`config.mk`:
```
export PLATFORM = sky130hd
export DESIGN_NAME = roving_bitmap_allocator
export DESIGN_NICKNAME = d
export VERILOG_FILES = /design/src/rtl/rba_pkg.sv /design/src/rtl/rba_ram.sv /design/src/rtl/rba_datapath.sv /design/src/rtl/rba_ctrl.sv /design/src/rtl/roving_bitmap_allocator.sv
export SDC_FILE = /design/constraint.sdc
export NUM_CORES = 1
export LEC_CHECK = 0
export BUFFER_PORTS_ARGS = -buffer_cell sky130_fd_sc_hd__buf_2
export CAP_MARGIN = 0
export CELL_PAD_IN_SITES_DETAIL_PLACEMENT = 0
export CELL_PAD_IN_SITES_GLOBAL_PLACEMENT = 1
export CORE_UTILIZATION = 45
export CTS_CLUSTER_SIZE = 40
export DETAILED_ROUTE_END_ITERATION = 12
export GPL_ROUTABILITY_DRIVEN = 1
export GPL_TIMING_DRIVEN = 0
export PLACE_DENSITY = 0.79
export SYNTH_ARGS = -nofsm -noshare
export SYNTH_HDL_FRONTEND = slang
export SYNTH_SLANG_ARGS = --single-unit
```
`constraint.sdc`:
```
create_clock -name clk -period 6.9 [get_ports clk]
set_input_delay 1.38 -clock clk [delete_from_list [all_inputs] [get_ports clk]]
set_output_delay 1.38 -clock clk [all_outputs]
set_load 0.02 [all_outputs]
```
`src/rtl/rba_pkg.sv`:
```
package rba_pkg;

  // Bitmap storage is organized as 32-bit words
  localparam int WORD_W = 32;
  localparam int BIT_W  = 5;

  // Fixed field widths on the ports
  localparam int IDX_W  = 8;
  localparam int CNT_W  = 9;
  localparam int SIZE_W = 9;
  localparam int STAT_W = 2;

  localparam logic [SIZE_W-1:0] SIZE_RESET = 9'd256;

  // Request types
  localparam logic REQ_ALLOC   = 1'b0;
  localparam logic REQ_RELEASE = 1'b1;

  // Result status codes
  localparam logic [STAT_W-1:0] ST_OK          = 2'd0;
  localparam logic [STAT_W-1:0] ST_NO_FREE     = 2'd1;
  localparam logic [STAT_W-1:0] ST_BAD_RELEASE = 2'd2;

  typedef struct packed {
    logic             req_type;
    logic [IDX_W-1:0] release_index;
  } in_item_t;

  typedef struct packed {
    logic [IDX_W-1:0]  granted_index;
    logic [STAT_W-1:0] status;
    logic [CNT_W-1:0]  allocated_count;
  } out_item_t;

  // Which range the scan unit walks
  typedef enum logic [2:0] {
    SK_PROBE_CAND,
    SK_PROBE_REL,
    SK_FREE,
    SK_NEXT_SET_GRANT,
    SK_NEXT_SET_REL
  } scan_kind_t;

  // Which slot a map update touches
  typedef enum logic [1:0] {
    CK_GRANT_CAND,
    CK_GRANT_HIT,
    CK_RELEASE
  } commit_kind_t;

  // Controller to datapath commands
  typedef struct packed {
    logic              cap_req;
    logic              scan_go;
    scan_kind_t        scan_kind;
    logic              commit;
    commit_kind_t      commit_kind;
    logic              fs_load;
    logic              set_status;
    logic [STAT_W-1:0] status;
    logic              out_load;
  } dp_cmd_t;

  // Datapath to controller status
  typedef struct packed {
    logic busy;
    logic hit;
    logic is_release;
    logic fast_ok;
    logic rel_in_range;
    logic rel_is_fs;
    logic out_free;
  } dp_stat_t;

endpackage

```
`src/rtl/rba_ram.sv`:
```
module rba_ram #(
  parameter int WIDTH = 32,
  parameter int DEPTH = 8,
  localparam int AW = (DEPTH > 1) ? $clog2(DEPTH) : 1
) (
  input  logic             clk,
  input  logic             we,
  input  logic [AW-1:0]    waddr,
  input  logic [WIDTH-1:0] wdata,
  input  logic             re,
  input  logic [AW-1:0]    raddr,
  output logic [WIDTH-1:0] rdata
);

  logic [WIDTH-1:0] mem_r [DEPTH];
  logic [WIDTH-1:0] rdata_r;

  // One write port, one registered read port
  always_ff @(posedge clk) begin
    if (we) begin
      mem_r[waddr] <= wdata;
    end
    if (re) begin
      rdata_r <= mem_r[raddr];
    end
  end

  assign rdata = rdata_r;

endmodule

```
`src/rtl/rba_datapath.sv`:
```
module rba_datapath import rba_pkg::*; #(
  parameter int MAP_BITS = 256
) (
  input  logic              clk,
  input  logic              rst_n,
  input  in_item_t          in_item,
  input  logic              cfg_valid,
  input  logic [SIZE_W-1:0] cfg_data,
  input  dp_cmd_t           cmd,
  output dp_stat_t          stat,
  input  logic              out_ready,
  output logic              out_valid,
  output out_item_t         out_item
);

  localparam int NWORDS = (MAP_BITS + WORD_W - 1) / WORD_W;
  localparam int WAW    = (NWORDS > 1) ? $clog2(NWORDS) : 1;
  localparam int SW     = WAW + BIT_W;
  localparam int XW     = (SW + 1 > SIZE_W) ? SW + 1 : SIZE_W;
  localparam int WPW    = XW - BIT_W;
  localparam int CW     = $clog2(MAP_BITS + 1);

  function automatic logic [XW-1:0] wrap_inc(input logic [XW-1:0] i,
                                             input logic [XW-1:0] lim);
    logic [XW-1:0] nx;
    nx = i + 1'b1;
    return (nx >= lim) ? '0 : nx;
  endfunction

  // Allocator state
  logic [SIZE_W-1:0] size_r;
  logic [XW-1:0]     last_r;
  logic [XW-1:0]     fs_r;
  logic              fsv_r;
  logic [CW-1:0]     cnt_r;
  logic [NWORDS-1:0] rv_r;

  // Current request and result
  logic              req_type_r;
  logic [XW-1:0]     req_idx_r;
  logic [STAT_W-1:0] status_r;
  logic              out_valid_r;
  out_item_t         out_r;

  // Scan unit: issue side
  logic              sc_issue_r;
  logic              sc_has2_r;
  logic              sc_want_set_r;
  logic [XW-1:0]     sc_lo_r;
  logic [XW-1:0]     sc_hi_r;
  logic [XW-1:0]     sc_e_r;
  logic [WPW-1:0]    sc_w_r;

  // Scan unit: evaluate side
  logic              ev_valid_r;
  logic              ev_rv_r;
  logic [WPW-1:0]    ev_w_r;
  logic [XW-1:0]     ev_lo_r;
  logic [XW-1:0]     ev_hi_r;
  logic [WORD_W-1:0] word_r;
  logic              hit_r;
  logic [XW-1:0]     hit_idx_r;

  logic [XW-1:0]     n;
  logic [XW-1:0]     cand;
  logic [XW-1:0]     su_lo, su_hi, su_e, cs, ce;
  logic              su_has2, su_want_set, su_probe;
  logic [WPW-1:0]    lastw;
  logic              seg_ok, issue;
  logic [WORD_W-1:0] rdata, ev_word, lo_mask, hi_mask, pick;
  logic              ev_hit;
  logic [BIT_W-1:0]  ev_bit;
  logic [XW-1:0]     tgt;
  logic [WAW-1:0]    waddr;
  logic [WORD_W-1:0] wmask, wdata;
  logic              is_grant;

  // Active size: zero or oversize means the whole map
  assign n = (size_r == '0 || XW'(size_r) > XW'(MAP_BITS)) ? XW'(MAP_BITS) : XW'(size_r);
  assign cand = wrap_inc(last_r, n);

  // Status toward the controller
  assign stat.busy         = sc_issue_r || ev_valid_r;
  assign stat.hit          = hit_r;
  assign stat.is_release   = (req_type_r == REQ_RELEASE);
  assign stat.fast_ok      = !fsv_r || (cand != fs_r);
  assign stat.rel_in_range = (req_idx_r < n);
  assign stat.rel_is_fs    = fsv_r && (req_idx_r == fs_r);
  assign stat.out_free     = !out_valid_r || out_ready;

  // Scan setup: a single-slot probe or a circular range
  always_comb begin
    su_probe    = 1'b1;
    su_want_set = 1'b1;
    cs          = cand;
    ce          = cand;
    case (cmd.scan_kind)
      SK_PROBE_CAND: begin
        cs = cand;
      end
      SK_PROBE_REL: begin
        cs = req_idx_r;
      end
      SK_FREE: begin
        su_probe    = 1'b0;
        su_want_set = 1'b0;
        cs          = wrap_inc(cand, n);
        ce          = cand;
      end
      SK_NEXT_SET_GRANT: begin
        su_probe = 1'b0;
        cs       = wrap_inc(hit_idx_r, n);
        ce       = hit_idx_r + 1'b1;
      end
      SK_NEXT_SET_REL: begin
        su_probe = 1'b0;
        cs       = wrap_inc(req_idx_r, n);
        ce       = req_idx_r;
      end
      default: begin
        cs = cand;
      end
    endcase
    if (su_probe) begin
      su_lo   = cs;
      su_hi   = cs + 1'b1;
      su_e    = cs;
      su_has2 = 1'b0;
    end else begin
      // [s, n) then [0, e); a start at zero covers [0, e) alone
      su_lo   = cs;
      su_hi   = (cs == '0) ? ce : n;
      su_e    = ce;
      su_has2 = (cs != '0);
    end
  end

  // Issue one word read per cycle within the current segment
  assign lastw  = WPW'((sc_hi_r - 1'b1) >> BIT_W);
  assign seg_ok = (sc_lo_r < sc_hi_r) && (sc_w_r <= lastw);
  assign issue  = sc_issue_r && seg_ok && !ev_hit;

  // Evaluate the returned word against the segment bounds
  assign ev_word = ev_rv_r ? rdata : '0;
  assign lo_mask = (ev_w_r == ev_lo_r[XW-1:BIT_W]) ?
                   ({WORD_W{1'b1}} << ev_lo_r[BIT_W-1:0]) : {WORD_W{1'b1}};
  assign hi_mask = (ev_w_r < ev_hi_r[XW-1:BIT_W]) ? {WORD_W{1'b1}} :
                   (ev_w_r == ev_hi_r[XW-1:BIT_W]) ?
                   ~({WORD_W{1'b1}} << ev_hi_r[BIT_W-1:0]) : '0;
  assign pick    = (sc_want_set_r ? ev_word : ~ev_word) & lo_mask & hi_mask;
  assign ev_hit  = ev_valid_r && (|pick);

  // Lowest candidate bit in the word
  always_comb begin
    ev_bit = '0;
    for (int j = WORD_W - 1; j >= 0; j--) begin
      if (pick[j]) begin
        ev_bit = BIT_W'(j);
      end
    end
  end

  // Map update: set or clear one bit of the last evaluated word
  always_comb begin
    case (cmd.commit_kind)
      CK_GRANT_CAND: tgt = cand;
      CK_GRANT_HIT:  tgt = hit_idx_r;
      CK_RELEASE:    tgt = req_idx_r;
      default:       tgt = cand;
    endcase
  end

  assign is_grant = (cmd.commit_kind != CK_RELEASE);
  assign waddr    = tgt[BIT_W+WAW-1:BIT_W];
  assign wmask    = {{(WORD_W-1){1'b0}}, 1'b1} << tgt[BIT_W-1:0];
  assign wdata    = is_grant ? (word_r | wmask) : (word_r & ~wmask);

  rba_ram #(
    .WIDTH (WORD_W),
    .DEPTH (NWORDS)
  ) u_map (
    .clk   (clk),
    .we    (cmd.commit),
    .waddr (waddr),
    .wdata (wdata),
    .re    (issue),
    .raddr (sc_w_r[WAW-1:0]),
    .rdata (rdata)
  );

  // Scan control
  always_ff @(posedge clk) begin
    if (!rst_n) begin
      sc_issue_r <= 1'b0;
      ev_valid_r <= 1'b0;
      hit_r      <= 1'b0;
    end else if (cmd.scan_go) begin
      sc_issue_r <= 1'b1;
      ev_valid_r <= 1'b0;
      hit_r      <= 1'b0;
    end else if (ev_hit) begin
      sc_issue_r <= 1'b0;
      ev_valid_r <= 1'b0;
      hit_r      <= 1'b1;
    end else begin
      ev_valid_r <= issue;
      if (sc_issue_r && !seg_ok && !sc_has2_r) begin
        sc_issue_r <= 1'b0;
      end
    end
  end

  // Scan payload
  always_ff @(posedge clk) begin
    if (cmd.scan_go) begin
      sc_lo_r       <= su_lo;
      sc_hi_r       <= su_hi;
      sc_e_r        <= su_e;
      sc_has2_r     <= su_has2;
      sc_want_set_r <= su_want_set;
      sc_w_r        <= su_lo[XW-1:BIT_W];
    end else if (sc_issue_r && !ev_hit) begin
      if (seg_ok) begin
        sc_w_r <= sc_w_r + 1'b1;
      end else if (sc_has2_r) begin
        // wrap to the second segment
        sc_lo_r   <= '0;
        sc_hi_r   <= sc_e_r;
        sc_w_r    <= '0;
        sc_has2_r <= 1'b0;
      end
    end
    if (issue) begin
      ev_w_r  <= sc_w_r;
      ev_lo_r <= sc_lo_r;
      ev_hi_r <= sc_hi_r;
      ev_rv_r <= rv_r[sc_w_r[WAW-1:0]];
    end
    if (ev_valid_r) begin
      word_r <= ev_word;
    end
    if (ev_hit) begin
      hit_idx_r <= {ev_w_r, ev_bit};
    end
  end

  // Allocator state updates
  always_ff @(posedge clk) begin
    if (!rst_n) begin
      size_r <= SIZE_RESET;
      last_r <= XW'(MAP_BITS - 1);
      fs_r   <= '0;
      fsv_r  <= 1'b0;
      cnt_r  <= '0;
      rv_r   <= '0;
    end else begin
      if (cfg_valid) begin
        size_r <= cfg_data;
      end
      if (cmd.commit) begin
        rv_r[waddr] <= 1'b1;
        if (is_grant) begin
          last_r <= tgt;
          cnt_r  <= cnt_r + 1'b1;
          if (cmd.commit_kind == CK_GRANT_CAND && !fsv_r) begin
            fs_r  <= cand;
            fsv_r <= 1'b1;
          end
        end else begin
          cnt_r <= cnt_r - 1'b1;
          if (req_idx_r == last_r) begin
            last_r <= (req_idx_r == '0) ? (n - 1'b1) : (req_idx_r - 1'b1);
          end
        end
      end
      if (cmd.fs_load) begin
        fs_r  <= hit_r ? hit_idx_r : '0;
        fsv_r <= hit_r;
      end
    end
  end

  // Request capture and status
  always_ff @(posedge clk) begin
    if (cmd.cap_req) begin
      req_type_r <= in_item.req_type;
      req_idx_r  <= XW'(in_item.release_index);
    end
    if (cmd.set_status) begin
      status_r <= cmd.status;
    end
  end

  // Output register
  always_ff @(posedge clk) begin
    if (!rst_n) begin
      out_valid_r <= 1'b0;
    end else if (cmd.out_load) begin
      out_valid_r <= 1'b1;
    end else if (out_ready) begin
      out_valid_r <= 1'b0;
    end
  end

  always_ff @(posedge clk) begin
    if (cmd.out_load) begin
      out_r.granted_index   <= (status_r == ST_OK && req_type_r == REQ_ALLOC) ?
                               IDX_W'(last_r) : '0;
      out_r.status          <= status_r;
      out_r.allocated_count <= CNT_W'(cnt_r);
    end
  end

  assign out_valid = out_valid_r;
  assign out_item  = out_r;

  // Once a request is finished, a valid first-set pointer implies a non-empty map
  a_fs_nonempty: assert property (@(posedge clk) disable iff (!rst_n)
    (cmd.out_load && fsv_r) |-> (cnt_r != '0))
    else $error("first-set pointer valid on an empty map");

  a_cnt_bound: assert property (@(posedge clk) disable iff (!rst_n)
    cnt_r <= CW'(MAP_BITS))
    else $error("allocated count above map size");

  // A recorded hit ends the scan
  a_hit_stops: assert property (@(posedge clk) disable iff (!rst_n)
    hit_r |-> !(sc_issue_r || ev_valid_r))
    else $error("scan still running after a hit");

endmodule

```
`src/rtl/rba_ctrl.sv`:
```
module rba_ctrl import rba_pkg::*; (
  input  logic     clk,
  input  logic     rst_n,
  input  logic     in_valid,
  output logic     in_ready,
  input  dp_stat_t stat,
  output dp_cmd_t  cmd
);

  typedef enum logic [5:0] {
    S_IDLE    = 6'b000001,
    S_START   = 6'b000010,
    S_PROBE   = 6'b000100,
    S_SCAN    = 6'b001000,
    S_SETSCAN = 6'b010000,
    S_FIN     = 6'b100000
  } state_t;

  state_t state_r, state_nxt;

  assign in_ready = (state_r == S_IDLE);

  // Sequencer
  always_comb begin
    state_nxt = state_r;
    cmd       = '0;
    unique case (state_r)
      S_IDLE: begin
        if (in_valid) begin
          cmd.cap_req = 1'b1;
          state_nxt   = S_START;
        end
      end
      S_START: begin
        if (!stat.is_release) begin
          cmd.scan_go   = 1'b1;
          cmd.scan_kind = SK_PROBE_CAND;
          state_nxt     = S_PROBE;
        end else if (!stat.rel_in_range) begin
          cmd.set_status = 1'b1;
          cmd.status     = ST_BAD_RELEASE;
          state_nxt      = S_FIN;
        end else begin
          cmd.scan_go   = 1'b1;
          cmd.scan_kind = SK_PROBE_REL;
          state_nxt     = S_PROBE;
        end
      end
      S_PROBE: begin
        if (!stat.busy) begin
          if (!stat.is_release) begin
            if (!stat.hit && stat.fast_ok) begin
              // slot after the last grant is free
              cmd.commit      = 1'b1;
              cmd.commit_kind = CK_GRANT_CAND;
              cmd.set_status  = 1'b1;
              cmd.status      = ST_OK;
              state_nxt       = S_FIN;
            end else begin
              cmd.scan_go   = 1'b1;
              cmd.scan_kind = SK_FREE;
              state_nxt     = S_SCAN;
            end
          end else if (!stat.hit) begin
            cmd.set_status = 1'b1;
            cmd.status     = ST_BAD_RELEASE;
            state_nxt      = S_FIN;
          end else begin
            cmd.commit      = 1'b1;
            cmd.commit_kind = CK_RELEASE;
            cmd.set_status  = 1'b1;
            cmd.status      = ST_OK;
            if (stat.rel_is_fs) begin
              cmd.scan_go   = 1'b1;
              cmd.scan_kind = SK_NEXT_SET_REL;
              state_nxt     = S_SETSCAN;
            end else begin
              state_nxt = S_FIN;
            end
          end
        end
      end
      S_SCAN: begin
        if (!stat.busy) begin
          if (stat.hit) begin
            cmd.commit      = 1'b1;
            cmd.commit_kind = CK_GRANT_HIT;
            cmd.set_status  = 1'b1;
            cmd.status      = ST_OK;
            cmd.scan_go     = 1'b1;
            cmd.scan_kind   = SK_NEXT_SET_GRANT;
            state_nxt       = S_SETSCAN;
          end else begin
            cmd.set_status = 1'b1;
            cmd.status     = ST_NO_FREE;
            state_nxt      = S_FIN;
          end
        end
      end
      S_SETSCAN: begin
        if (!stat.busy) begin
          cmd.fs_load = 1'b1;
          state_nxt   = S_FIN;
        end
      end
      S_FIN: begin
        if (stat.out_free) begin
          cmd.out_load = 1'b1;
          state_nxt    = S_IDLE;
        end
      end
      default: begin
        state_nxt = S_IDLE;
      end
    endcase
  end

  always_ff @(posedge clk) begin
    if (!rst_n) begin
      state_r <= S_IDLE;
    end else begin
      state_r <= state_nxt;
    end
  end

  a_idle_quiet: assert property (@(posedge clk) disable iff (!rst_n)
    (state_r == S_IDLE) |-> !stat.busy)
    else $error("scan running while idle");

  a_commit_quiet: assert property (@(posedge clk) disable iff (!rst_n)
    cmd.commit |-> !stat.busy)
    else $error("map write during a scan");

  a_scan_starts: assert property (@(posedge clk) disable iff (!rst_n)
    cmd.scan_go |=> stat.busy)
    else $error("scan did not start");

endmodule

```
`src/rtl/roving_bitmap_allocator.sv`:
```
// Channel | Direction | Handshake             | Payload
// in      | input     | in_valid / in_ready   | in_item (req_type, release_index)
// out     | output    | out_valid / out_ready | out_item (granted_index, status, count)
// cfg     | input     | cfg_valid / cfg_ready | cfg_bits_in_use
//
// Allocate that hits a free slot, or release that needs no rescan: out_valid rises
// once the controller has passed through START, PROBE and FIN; in_ready returns with it.
// Each circular scan walks one 32-bit map word per cycle through the single RAM read
// port, up to MAP_BITS/32 + 1 words; a worst allocate runs a probe and two such scans.
// Reset clears the map at once through per-word valid flags; no clearing pass.
// A result waiting on out_ready does not block the next transfer in; that item
// then holds in its final state until the output register frees.
module roving_bitmap_allocator import rba_pkg::*; #(
  parameter int MAP_BITS = 256
) (
  input  logic              clk,
  input  logic              rst_n,
  input  logic              in_valid,
  output logic              in_ready,
  input  in_item_t          in_item,
  output logic              out_valid,
  input  logic              out_ready,
  output out_item_t         out_item,
  input  logic              cfg_valid,
  output logic              cfg_ready,
  input  logic [SIZE_W-1:0] cfg_bits_in_use
);

  dp_cmd_t  cmd;
  dp_stat_t stat;

  // Size register always takes a write
  assign cfg_ready = 1'b1;

  rba_ctrl u_ctrl (
    .clk      (clk),
    .rst_n    (rst_n),
    .in_valid (in_valid),
    .in_ready (in_ready),
    .stat     (stat),
    .cmd      (cmd)
  );

  rba_datapath #(
    .MAP_BITS (MAP_BITS)
  ) u_dp (
    .clk       (clk),
    .rst_n     (rst_n),
    .in_item   (in_item),
    .cfg_valid (cfg_valid),
    .cfg_data  (cfg_bits_in_use),
    .cmd       (cmd),
    .stat      (stat),
    .out_ready (out_ready),
    .out_valid (out_valid),
    .out_item  (out_item)
  );

endmodule

```
==> flow_metrics.tcl, run 1 <==
set metrics [dict create \
    worst_slew_margin_rel_pct 22.4 \
    hold_viol 0 \
    timing.rr.start "u_dp.size_r[4]" \
    die_h_um 232 \
    wire_length_of_the_first_global_routing_pass_mm 106 \
    cpPeakStageDelay_ps 400 \
    nets 2149 \
    placed_cell_area_um2 25200 \
    min_delay_path_depth 0 \
    worstHoldPathType "flop to flop" \
    cts.root.buffer_cell "sky130_fd_sc_hd__clkbuf_16" \
    area_growth_pct 13.8 \
    run_status "finished clean" \
    timing.critical_path.from "u_dp.size_r[4]" \
    multi_input_comb_area_um2 9990 \
    seqCellArea_um2 13600 \
    grt_usage_pct 26.6 \
    worst_ep_required_time_ps 7210 \
    number_of_primary_i_o_pins 45 \
    crit_type "flop to flop" \
    overflow 0 \
    gpl.final_weighted_congestion 0.937 \
    yosys.area.top_type "sky130_fd_sc_hd__edfxtp_1" \
    synthDistinctLibCells 95 \
    clock_tree_from_tritoncts "done" \
    yosys_register_bits 470 \
    maxCapViolations 0 \
    cts_sinks 470 \
    total_power_uw 5960 \
    postSynth.topFlopCell "sky130_fd_sc_hd__edfxtp_1" \
    post_route_cells_drive_above_1_share_pct 16.5 \
    worst_r2r_path_depth 30 \
    timing.critical_path.arrival_ps 6900 \
    port_buffers 42 \
    first_global_vias 16200 \
    design.die.area_um2 53900 \
    critical_path.endpoint_type "flop" \
    synth.top_cells.by_area "sky130_fd_sc_hd__edfxtp_1 52%, sky130_fd_sc_hd__mux4_2 6.2%, sky130_fd_sc_hd__dfxtp_1 4.6%" \
    static-leakage-power_uw 0.00939 \
    ff2ff_setup_slack_ps 310 \
    clock_insertion_delay_worst_skew_ps 620 \
    crit_path_frequent_cell "sky130_fd_sc_hd__ha_1" \
    min_to "u_dp.out_item[8]" \
    post-place-cells 2656 \
    drt_iter0_drc 1950 \
    synthDominantCellAreaShare_pct 52.3 \
    finalClockSkew_ps 41.5 \
    leading_cell_types_in_the_layout_fill_and_taps_excluded "415 x sky130_fd_sc_hd__edfxtp_1, 178 x sky130_fd_sc_hd__nor2_1, 116 x sky130_fd_sc_hd__nand2_1, 103 x sky130_fd_sc_hd__o21ai_0, 96 x sky130_fd_sc_hd__a21oi_1" \
    ctsHtreeMaxLevel 2 \
    crit_path_max_fanout 9 \
    hp-start "u_dp.cnt_r[8]" \
    cts_buffers 48 \
    drt_first_pass_iters 6 \
    fmaxAchievable_ghz 0.152 \
    grt_antenna_before_repair 0 \
    asyncSetResetFlopFracSynth_pct 0 \
    cts.path.max_buffers 3 \
    avgViaCountPerCell 6.14 \
    r2r-end "u_dp.sc_hi_r[7]" \
    netlist_area_um2 23800 \
    yosys_warnings 0 \
    initial_utilization_pct 46.0 \
    synthesis.nets 2027 \
    critical_path.startpoint_type "flop" \
    fin_crit_sh_pct 95.5 \
    chipWidth_um 232 \
    power_density_nw_per_um2 220 \
    routed-via-count 17000 \
    whs_ps 453 \
    postSynthCellCount 1923 \
    slew_viol_final 0 \
    fillcell_total 4377 \
    finalSetupViolCount 0 \
    fin_crit_ps 6590 \
    finalWorstSetupSlack_ps 309 \
    route.antenna.remaining_nets 0 \
    detail_route.wl_per_cell_um 25.9 \
    postRouteWirelength_mm 71.4 \
    std_cell_rows 83 \
    core-area_um2 51800 \
    synth_edf_count 415 \
    final-instance-count-excl-fill 2761 \
    final_common_cell "sky130_fd_sc_hd__edfxtp_1" \
    dp_hpwl_mm 51.0 \
    grt_max_degree 34 \
    sequential_to_total_area_share_from_yosys_stat_pct 56.9 \
    avgSynthCellArea_um2 12.4 \
    drc_errors 0 \
    ir_drop_uv 246 \
    master_of_the_slowest_instance_on_the_critical_path "sky130_fd_sc_hd__or3b_4" \
    final_area_um2 27100 \
    n_antenna_cell 0 \
    tightest_slew_ps 1160 \
    worst_setup_hold_path_clk_slew_ps 60 \
    pre_cts_ws_ps -1550 \
]
cell type report:
class / count / share of cell area, %
Clock inverter: 27 / 0.936
Inverter: 50 / 0.729
Multi-Input combinational cell: 1306 / 36.8
Tap cell: 680 / 3.14
Buffer: 97 / 1.54
Sequential cell: 470 / 50.0
Timing Repair Buffer: 72 / 2.16
Clock buffer: 59 / 4.66
worst max-delay path by stage:
stage / end / slack (ps) / cells past startpoint
after floorplan: u_dp.sc_hi_r[8] / 730 / 29
after global placement: u_dp.sc_hi_r[2] / -1630 / 30
after detailed placement: u_dp.sc_hi_r[2] / -1550 / 30
after CTS: u_dp.sc_hi_r[2] / 40 / 27
after global routing: u_dp.sc_hi_r[7] / -3 / 29
final: u_dp.sc_hi_r[7] / 310 / 30
kinds of logic after synthesis:
family	count (synthesis)	share of synthesized area, %
flops	470	56.9
other cells	1	0.0157
simple gates	559	11.5
fa+ha+maj	81	4.28
buf+inv	147	2.52
compound gates	439	12.1
xor+xnor	103	3.78
mux	123	8.80
sequential cells by signal, summed over array words and instances, names as in the netlist, 19 cells and up:
signal	count
u_dp.word_r	32
u_dp.u_map.rdata	32
u_dp.out_item	19
u_dp.u_map.mem_r	256
power breakdown:
part | leakage [uW] | internal, uW | total, uW | switching [uW]
logic | 0.00448 | 134 | 349 | 215
clock network | 0.000738 | 1390 | 2520 | 1130
registers | 0.00418 | 3070 | 3090 | 17.6
total | 0.00939 | 4600 | 5960 | 1360
routing by layer:
layer / global-route usage [%] / up-vias / part of all wire [%]
li1: - / 7585 / -
met1: 38.2 / 8592 / 45
met2: 41.2 / 661 / 45
met3: 4.19 / 128 / 7.1
met4: 8.72 / 0 / 2.9
met5: 0 / - / 0
worst max-delay path: cells and delay by family, from the launching register on:
kind	cells	cell delay [ps]
AND/OR/NAND/NOR	14	2440
adder cells (fa/ha/maj)	5	1290
AO/OA/AOI/OAI	5	1110
buffers and inverters	4	650
flip-flops	1	350
XOR/XNOR	1	220
multiplexers	1	220
Yosys cell counts (6+ instances only):
cell / number
sky130_fd_sc_hd__o211ai_1: 12
sky130_fd_sc_hd__o21ai_0: 105
sky130_fd_sc_hd__or2_2: 11
sky130_fd_sc_hd__and3_1: 15
sky130_fd_sc_hd__edfxtp_1: 415
sky130_fd_sc_hd__or3_1: 12
sky130_fd_sc_hd__a22oi_1: 19
sky130_fd_sc_hd__mux2_2: 33
sky130_fd_sc_hd__a21o_1: 22
sky130_fd_sc_hd__nor2b_1: 17
sky130_fd_sc_hd__o21bai_1: 8
sky130_fd_sc_hd__o21ai_1: 6
sky130_fd_sc_hd__nor3_1: 24
sky130_fd_sc_hd__o31ai_1: 29
sky130_fd_sc_hd__nand3_1: 33
sky130_fd_sc_hd__mux4_2: 66
sky130_fd_sc_hd__a211oi_1: 13
sky130_fd_sc_hd__a21oi_1: 97
sky130_fd_sc_hd__nand4_1: 12
sky130_fd_sc_hd__ha_1: 80
sky130_fd_sc_hd__xor2_1: 23
sky130_fd_sc_hd__clkbuf_1: 72
sky130_fd_sc_hd__a31oi_1: 12
sky130_fd_sc_hd__a222oi_1: 7
sky130_fd_sc_hd__nand2_1: 117
sky130_fd_sc_hd__o21a_1: 12
sky130_fd_sc_hd__and2_1: 53
sky130_fd_sc_hd__o221ai_1: 16
sky130_fd_sc_hd__o22ai_1: 15
sky130_fd_sc_hd__mux2i_1: 24
sky130_fd_sc_hd__xnor2_1: 80
sky130_fd_sc_hd__nor4_1: 15
sky130_fd_sc_hd__dfxtp_1: 55
sky130_fd_sc_hd__inv_1: 49
sky130_fd_sc_hd__nand2b_1: 22
sky130_fd_sc_hd__buf_1: 12
sky130_fd_sc_hd__buf_2: 6
sky130_fd_sc_hd__nor2_1: 192
metrics by stage:
step,setup TNS (ps),utilization [%]
finish,0,52.3
global route,-5.09,52.3
CTS,0,51.9
detailed placement,-16680,48.6
global placement,-461490,48.0
floorplan,0,-
timing repair:
item                                    CTS  global route
endpoints found under the setup margin   38            10
pin swaps                                 3            10
gates resized for setup                  32            29
hold buffers                              0             0
setup buffers                             7            11
(Power assumes the default switching activity.)
==> run 2, diff against run 1 <==
- MAX_ROUTING_LAYER: unset -> met4
- SLEW_MARGIN: unset -> 10
==> flow_metrics.tcl, run 2 (synthesized netlist as in run 1, its figures left out) <==
set metrics [dict create \
    fillcell_total 4375 \
    drc_errors 0 \
    die_h_um 232 \
    detail_route.wl_per_cell_um 25.1 \
    ir_drop_uv 248 \
    worst_ep_required_time_ps 7220 \
    wire_length_of_the_first_global_routing_pass_mm 103 \
    leading_cell_types_in_the_layout_fill_and_taps_excluded "415 x sky130_fd_sc_hd__edfxtp_1, 179 x sky130_fd_sc_hd__nor2_1, 116 x sky130_fd_sc_hd__nand2_1, 104 x sky130_fd_sc_hd__o21ai_0, 94 x sky130_fd_sc_hd__a21oi_1" \
    overflow 0 \
    clock_insertion_delay_worst_skew_ps 610 \
    fin_crit_ps 6740 \
    tightest_slew_ps 1310 \
    grt_antenna_before_repair 0 \
    number_of_primary_i_o_pins 45 \
    routed-via-count 16900 \
    postRouteWirelength_mm 69.2 \
    drt_iter0_drc 1966 \
    fmaxAchievable_ghz 0.148 \
    run_status "finished clean" \
    std_cell_rows 83 \
    power_density_nw_per_um2 224 \
    pre_cts_ws_ps -1750 \
    post_route_cells_drive_above_1_share_pct 16.3 \
    initial_utilization_pct 46.0 \
    maxCapViolations 0 \
    placed_cell_area_um2 25300 \
    worst_r2r_path_depth 25 \
    min_delay_path_depth 0 \
    final_area_um2 27200 \
    grt_usage_pct 26.6 \
    worst_slew_margin_rel_pct 11.6 \
    final_util_pct 52.5 \
    slew_viol_final 0 \
    clock_tree_from_tritoncts "done" \
    chipWidth_um 232 \
    fin_crit_sh_pct 97.6 \
    core-area_um2 51800 \
    route.antenna.remaining_nets 0 \
    cts_buffers 49 \
    port_buffers 42 \
    gpl.final_weighted_congestion 1.05 \
    critical_path.endpoint_type "flop" \
    cts_sinks 470 \
    largest_reg_flops 256 \
    critical_path.startpoint_type "flop" \
    first_global_vias 16500 \
    drt_first_pass_iters 6 \
    largest-register "u_dp.u_map.mem_r" \
    final_common_cell "sky130_fd_sc_hd__edfxtp_1" \
    nets 2145 \
    area_growth_pct 14.1 \
    grt_max_degree 34 \
    finalWorstSetupSlack_ps 163 \
    whs_ps 455 \
    totalNegativeSetupSlack_ps 0 \
    worst_setup_hold_path_clk_slew_ps 60 \
    cts.path.max_buffers 3 \
    timing.critical_path.arrival_ps 7050 \
    finalSetupViolCount 0 \
    finalClockSkew_ps 26.1 \
    dp_hpwl_mm 49.5 \
    worstHoldPathType "flop to flop" \
    cts.root.buffer_cell "sky130_fd_sc_hd__clkbuf_16" \
    ctsHtreeMaxLevel 2 \
    avgViaCountPerCell 6.10 \
    static-leakage-power_uw 0.00943 \
    hold_buffers 0 \
    hold_viol 0 \
    crit_type "flop to flop" \
    crit_path_max_fanout 8 \
    design.die.area_um2 53900 \
]
[run 2: layout make-up]
class | count | area [um^2] | share of cell area [%]
Antenna cell | 1 | 2.50 | 0.00920
Buffer | 96 | 412 | 1.51
Clock inverter | 37 | 370 | 1.36
Timing Repair Buffer | 68 | 611 | 2.24
Multi-Input combinational cell | 1306 | 9940 | 36.5
Tap cell | 680 | 851 | 3.13
Inverter | 50 | 198 | 0.727
Clock buffer | 54 | 1250 | 4.61
Sequential cell | 470 | 13600 | 49.9
[run 2: per-stage QoR]
step / cells / total power, uW
2_1_floorplan: 1923 / 3350
3_3_place_gp: 2645 / 3450
3_5_place_dp: 2656 / 3460
4_1_cts: 2755 / 6100
5_1_grt: 2761 / 6260
6_report: 2762 / 6100
[run 2: critical path, stage by stage (launching register included)]
cell and delay, ps:
sky130_fd_sc_hd__dfxtp_1 370, sky130_fd_sc_hd__nor2b_1 640, sky130_fd_sc_hd__inv_1 340, sky130_fd_sc_hd__ha_1 390, sky130_fd_sc_hd__and4_1 240, sky130_fd_sc_hd__a211oi_4 300
sky130_fd_sc_hd__or2_4 230, sky130_fd_sc_hd__nand2b_4 110, sky130_fd_sc_hd__inv_4 130, sky130_fd_sc_hd__ha_2 260, sky130_fd_sc_hd__nand3_2 130, sky130_fd_sc_hd__xnor2_2 260
sky130_fd_sc_hd__nor2_1 110, sky130_fd_sc_hd__ha_1 310, sky130_fd_sc_hd__nand2_1 70, sky130_fd_sc_hd__o21ai_2 230, sky130_fd_sc_hd__nand4_1 170, sky130_fd_sc_hd__and2_2 260
sky130_fd_sc_hd__a31o_2 300, sky130_fd_sc_hd__nor2_4 160, sky130_fd_sc_hd__ha_1 180, sky130_fd_sc_hd__or3b_4 400, sky130_fd_sc_hd__nor4_4 250, sky130_fd_sc_hd__buf_6 190
sky130_fd_sc_hd__mux2i_2 230, sky130_fd_sc_hd__o221ai_1 150
[run 2: repair_timing]
| action | CTS | global route |
|---|---|---|
| setup buffers | 8 | 7 |
| resized for setup | 32 | 20 |
| setup endpoints to repair | 47 | 28 |
| pin swaps | 2 | 3 |
[run 2: power by group]
part           internal (uW)  switching, uW  leakage [uW]
registers               3070           15.4       0.00418
clock network           1510           1140      0.000780
logic                    143            215       0.00447
[run 2: metal layers]
layer  wire, um  GRT usage [%]
met5          0              -
met4       1730           7.96
met1      29700           35.8
met2      32300           41.3
met3       5430           4.46
[run 2: worst paths after layout]
kind                    from              end  slack (ps)
min reg2reg  u_dp.sc_lo_r[0]  u_dp.ev_lo_r[0]         460
min          u_dp.sc_lo_r[0]  u_dp.ev_lo_r[0]         460
max           u_dp.size_r[6]  u_dp.sc_hi_r[2]         160
max reg2reg   u_dp.size_r[6]  u_dp.sc_hi_r[2]         160
==> run 3, diff against run 2 <==
- CORE_UTILIZATION: 45 -> 52
- CTS_CLUSTER_SIZE: 40 -> 30
- PLACE_DENSITY: 0.79 -> 0.89
- RECOVER_POWER: unset -> 100
==> flow_metrics.tcl, run 3 (synthesized netlist as in run 1, its figures left out) <==
set metrics [dict create \
    cts.root.buffer_cell "sky130_fd_sc_hd__clkbuf_16" \
    clock_insertion_delay_worst_skew_ps 590 \
    largest-register "u_dp.u_map.mem_r" \
    power_density_nw_per_um2 226 \
    global_route.usage.met3_pct 4.34 \
    routed-via-count 17200 \
    n_antenna_cell 0 \
    drc_errors 0 \
    grt_max_degree 24 \
    static-leakage-power_uw 0.00924 \
    hold_viol 0 \
    final_common_cell "sky130_fd_sc_hd__edfxtp_1" \
    grt_antenna_before_repair 0 \
    crit_path_frequent_cell "sky130_fd_sc_hd__ha_1" \
    dp_hpwl_mm 49.9 \
    final_area_um2 26800 \
    area_growth_pct 12.4 \
    avgViaCountPerCell 6.41 \
    drt_iter0_drc 1785 \
    number_of_primary_i_o_pins 45 \
    largest_reg_flops 256 \
    overflow 0 \
    netSwitchingPower_uw 1310 \
    postRouteWirelength_mm 70.2 \
    final-instance-count-excl-fill 2676 \
    critical_path.startpoint_type "flop" \
    initial_utilization_pct 52.6 \
    worst_setup_hold_path_clk_slew_ps 60 \
    leading_cell_types_in_the_layout_fill_and_taps_excluded "415 x sky130_fd_sc_hd__edfxtp_1, 187 x sky130_fd_sc_hd__nor2_1, 116 x sky130_fd_sc_hd__nand2_1, 110 x sky130_fd_sc_hd__clkbuf_1, 105 x sky130_fd_sc_hd__o21ai_0" \
    cts_sinks 470 \
    clock_tree_from_tritoncts "done" \
    cts_buffers 47 \
    maxCapViolations 6 \
    wire_length_of_the_first_global_routing_pass_mm 106 \
    fillcell_total 3610 \
    layer_carrying_the_most_global_route_usage "met2" \
    route.antenna.remaining_nets 0 \
    first_global_vias 16900 \
    design.die.area_um2 46700 \
    comb_power_share_pct 5.6 \
    placed_cell_area_um2 25200 \
    tightest_slew_ps 2080 \
    crit_path_max_fanout 10 \
    finalSetupViolCount 0 \
    post_route_cells_drive_above_1_share_pct 14.1 \
    worstHoldPathType "flop to flop" \
    groute.layer.met1.usage_pct 41.0 \
    hold_buffers 0 \
    power.switching_fraction_pct 21.7 \
    nets 2142 \
    power_frac_seq_pct 51.1 \
    crit_type "flop to flop" \
    master_of_the_slowest_instance_on_the_critical_path "sky130_fd_sc_hd__dfxtp_1" \
    port_buffers 42 \
    pwr-share-clk_pct 43.3 \
    ir_drop_uv 255 \
    worst_slew_margin_rel_pct -39.5 \
    fin_crit_sh_pct 96.8 \
    worst_ep_required_time_ps 7180 \
    fin_crit_ps 6680 \
    grt_usage_pct 31.3 \
    detail_route.wl_per_cell_um 26.2 \
    totalNegativeSetupSlack_ps 0 \
    finalClockSkew_ps 26.2 \
    gpl.final_weighted_congestion 1.03 \
    critical_path.endpoint_type "flop" \
    drt_first_pass_iters 6 \
    cts.path.max_buffers 3 \
    run_status "finished, violations left" \
    cell_internal_pwr_uw 4730 \
    failing_checks "capacitance limit, slew limit" \
    timing.critical_path.arrival_ps 6960 \
    globalRouteMet2Util_pct 49.6 \
    post-place-cells 2579 \
    grt_setup_unrepaired "no" \
    fmaxAchievable_ghz 0.150 \
    slew_viol_final 75 \
    die_h_um 216 \
    core-area_um2 45300 \
    ctsHtreeMaxLevel 2 \
    chipWidth_um 216 \
    cpPeakStageDelay_ps 410 \
    std_cell_rows 78 \
]
[run 3: cell types whose count changed in the layout (fill, tap and decap cells not counted), moves of 6 or more]
cell | previous run | this run
sky130_fd_sc_hd__clkbuf_1 | 75 | 110
sky130_fd_sc_hd__nor2_1 | 179 | 187
sky130_fd_sc_hd__and2_0 | 0 | 40
sky130_fd_sc_hd__clkbuf_2 | 2 | 9
sky130_fd_sc_hd__nor2_4 | 11 | 2
sky130_fd_sc_hd__clkinv_1 | 14 | 6
sky130_fd_sc_hd__buf_2 | 46 | 24
sky130_fd_sc_hd__clkbuf_8 | 2 | 8
sky130_fd_sc_hd__and2_1 | 52 | 13
[run 3: critical path: cells and delay by family, from the launching register on]
family,cells,cell delay (ps)
buf+inv,4,850
mux,1,190
fa+ha+maj,4,1040
flops,1,410
compound gates,4,950
xor+xnor,2,550
simple gates,12,2370
[run 3: worst paths after layout]
kind / start / end / slack, ps / cells after the start
min: u_dp.sc_lo_r[0] / u_dp.ev_lo_r[0] / 460 / 0
min reg2reg: u_dp.sc_lo_r[0] / u_dp.ev_lo_r[0] / 460 / 0
max: u_dp.last_r[0] / u_dp.sc_hi_r[2] / 220 / 27
max reg2reg: u_dp.last_r[0] / u_dp.sc_hi_r[2] / 220 / 27
[run 3: metrics by stage]
stage,total power [uW],setup slack [ps],hold WS (ps),utilization (%)
after floorplan,3350,731,417,-
after global placement,3450,-1450,434,54.8
after detailed placement,3460,-1160,440,55.7
after CTS,6060,16.2,449,59.5
after global routing,6200,14.5,471,59.1
final,6040,221,458,59.1
[run 3: repair_timing]
| action | 4_1_cts | 5_1_grt |
|---|---|---|
| buffers inserted | 6 | 5 |
| endpoints found under the hold margin | 0 | 0 |
| endpoints found under the setup margin | 29 | 10 |
| gates resized for setup | 26 | 17 |
| pin swaps | 2 | 3 |
[run 3: final cells by class]
type	instances	area [um^2]	area share [%]
flip-flops and latches	470	13600	50.7
clock buffers	66	1360	5.08
multi-input cells	1306	9830	36.7
well taps	600	751	2.80
plain buffers	96	393	1.47
inverters	50	191	0.715
repair buffers	67	462	1.72
clock inverters	21	223	0.832
[run 3: layer usage]
metal | up-vias | wire [um]
li1 | 7568 | -
met1 | 8550 | 28500
met2 | 893 | 33700
met3 | 146 | 5240
met4 | 0 | 2770
met5 | - | 0
[run 3: power groups by stage]
| stage | sequential (uW) | combinational (uW) | clock [uW] |
|---|---|---|---|
| after global placement | 3150 | 302 | 0 |
| after global routing | 3090 | 362 | 2750 |
| after floorplan | 3140 | 214 | 0 |
| final | 3090 | 337 | 2620 |
| after detailed placement | 3150 | 308 | 0 |
| after CTS | 3090 | 328 | 2650 |
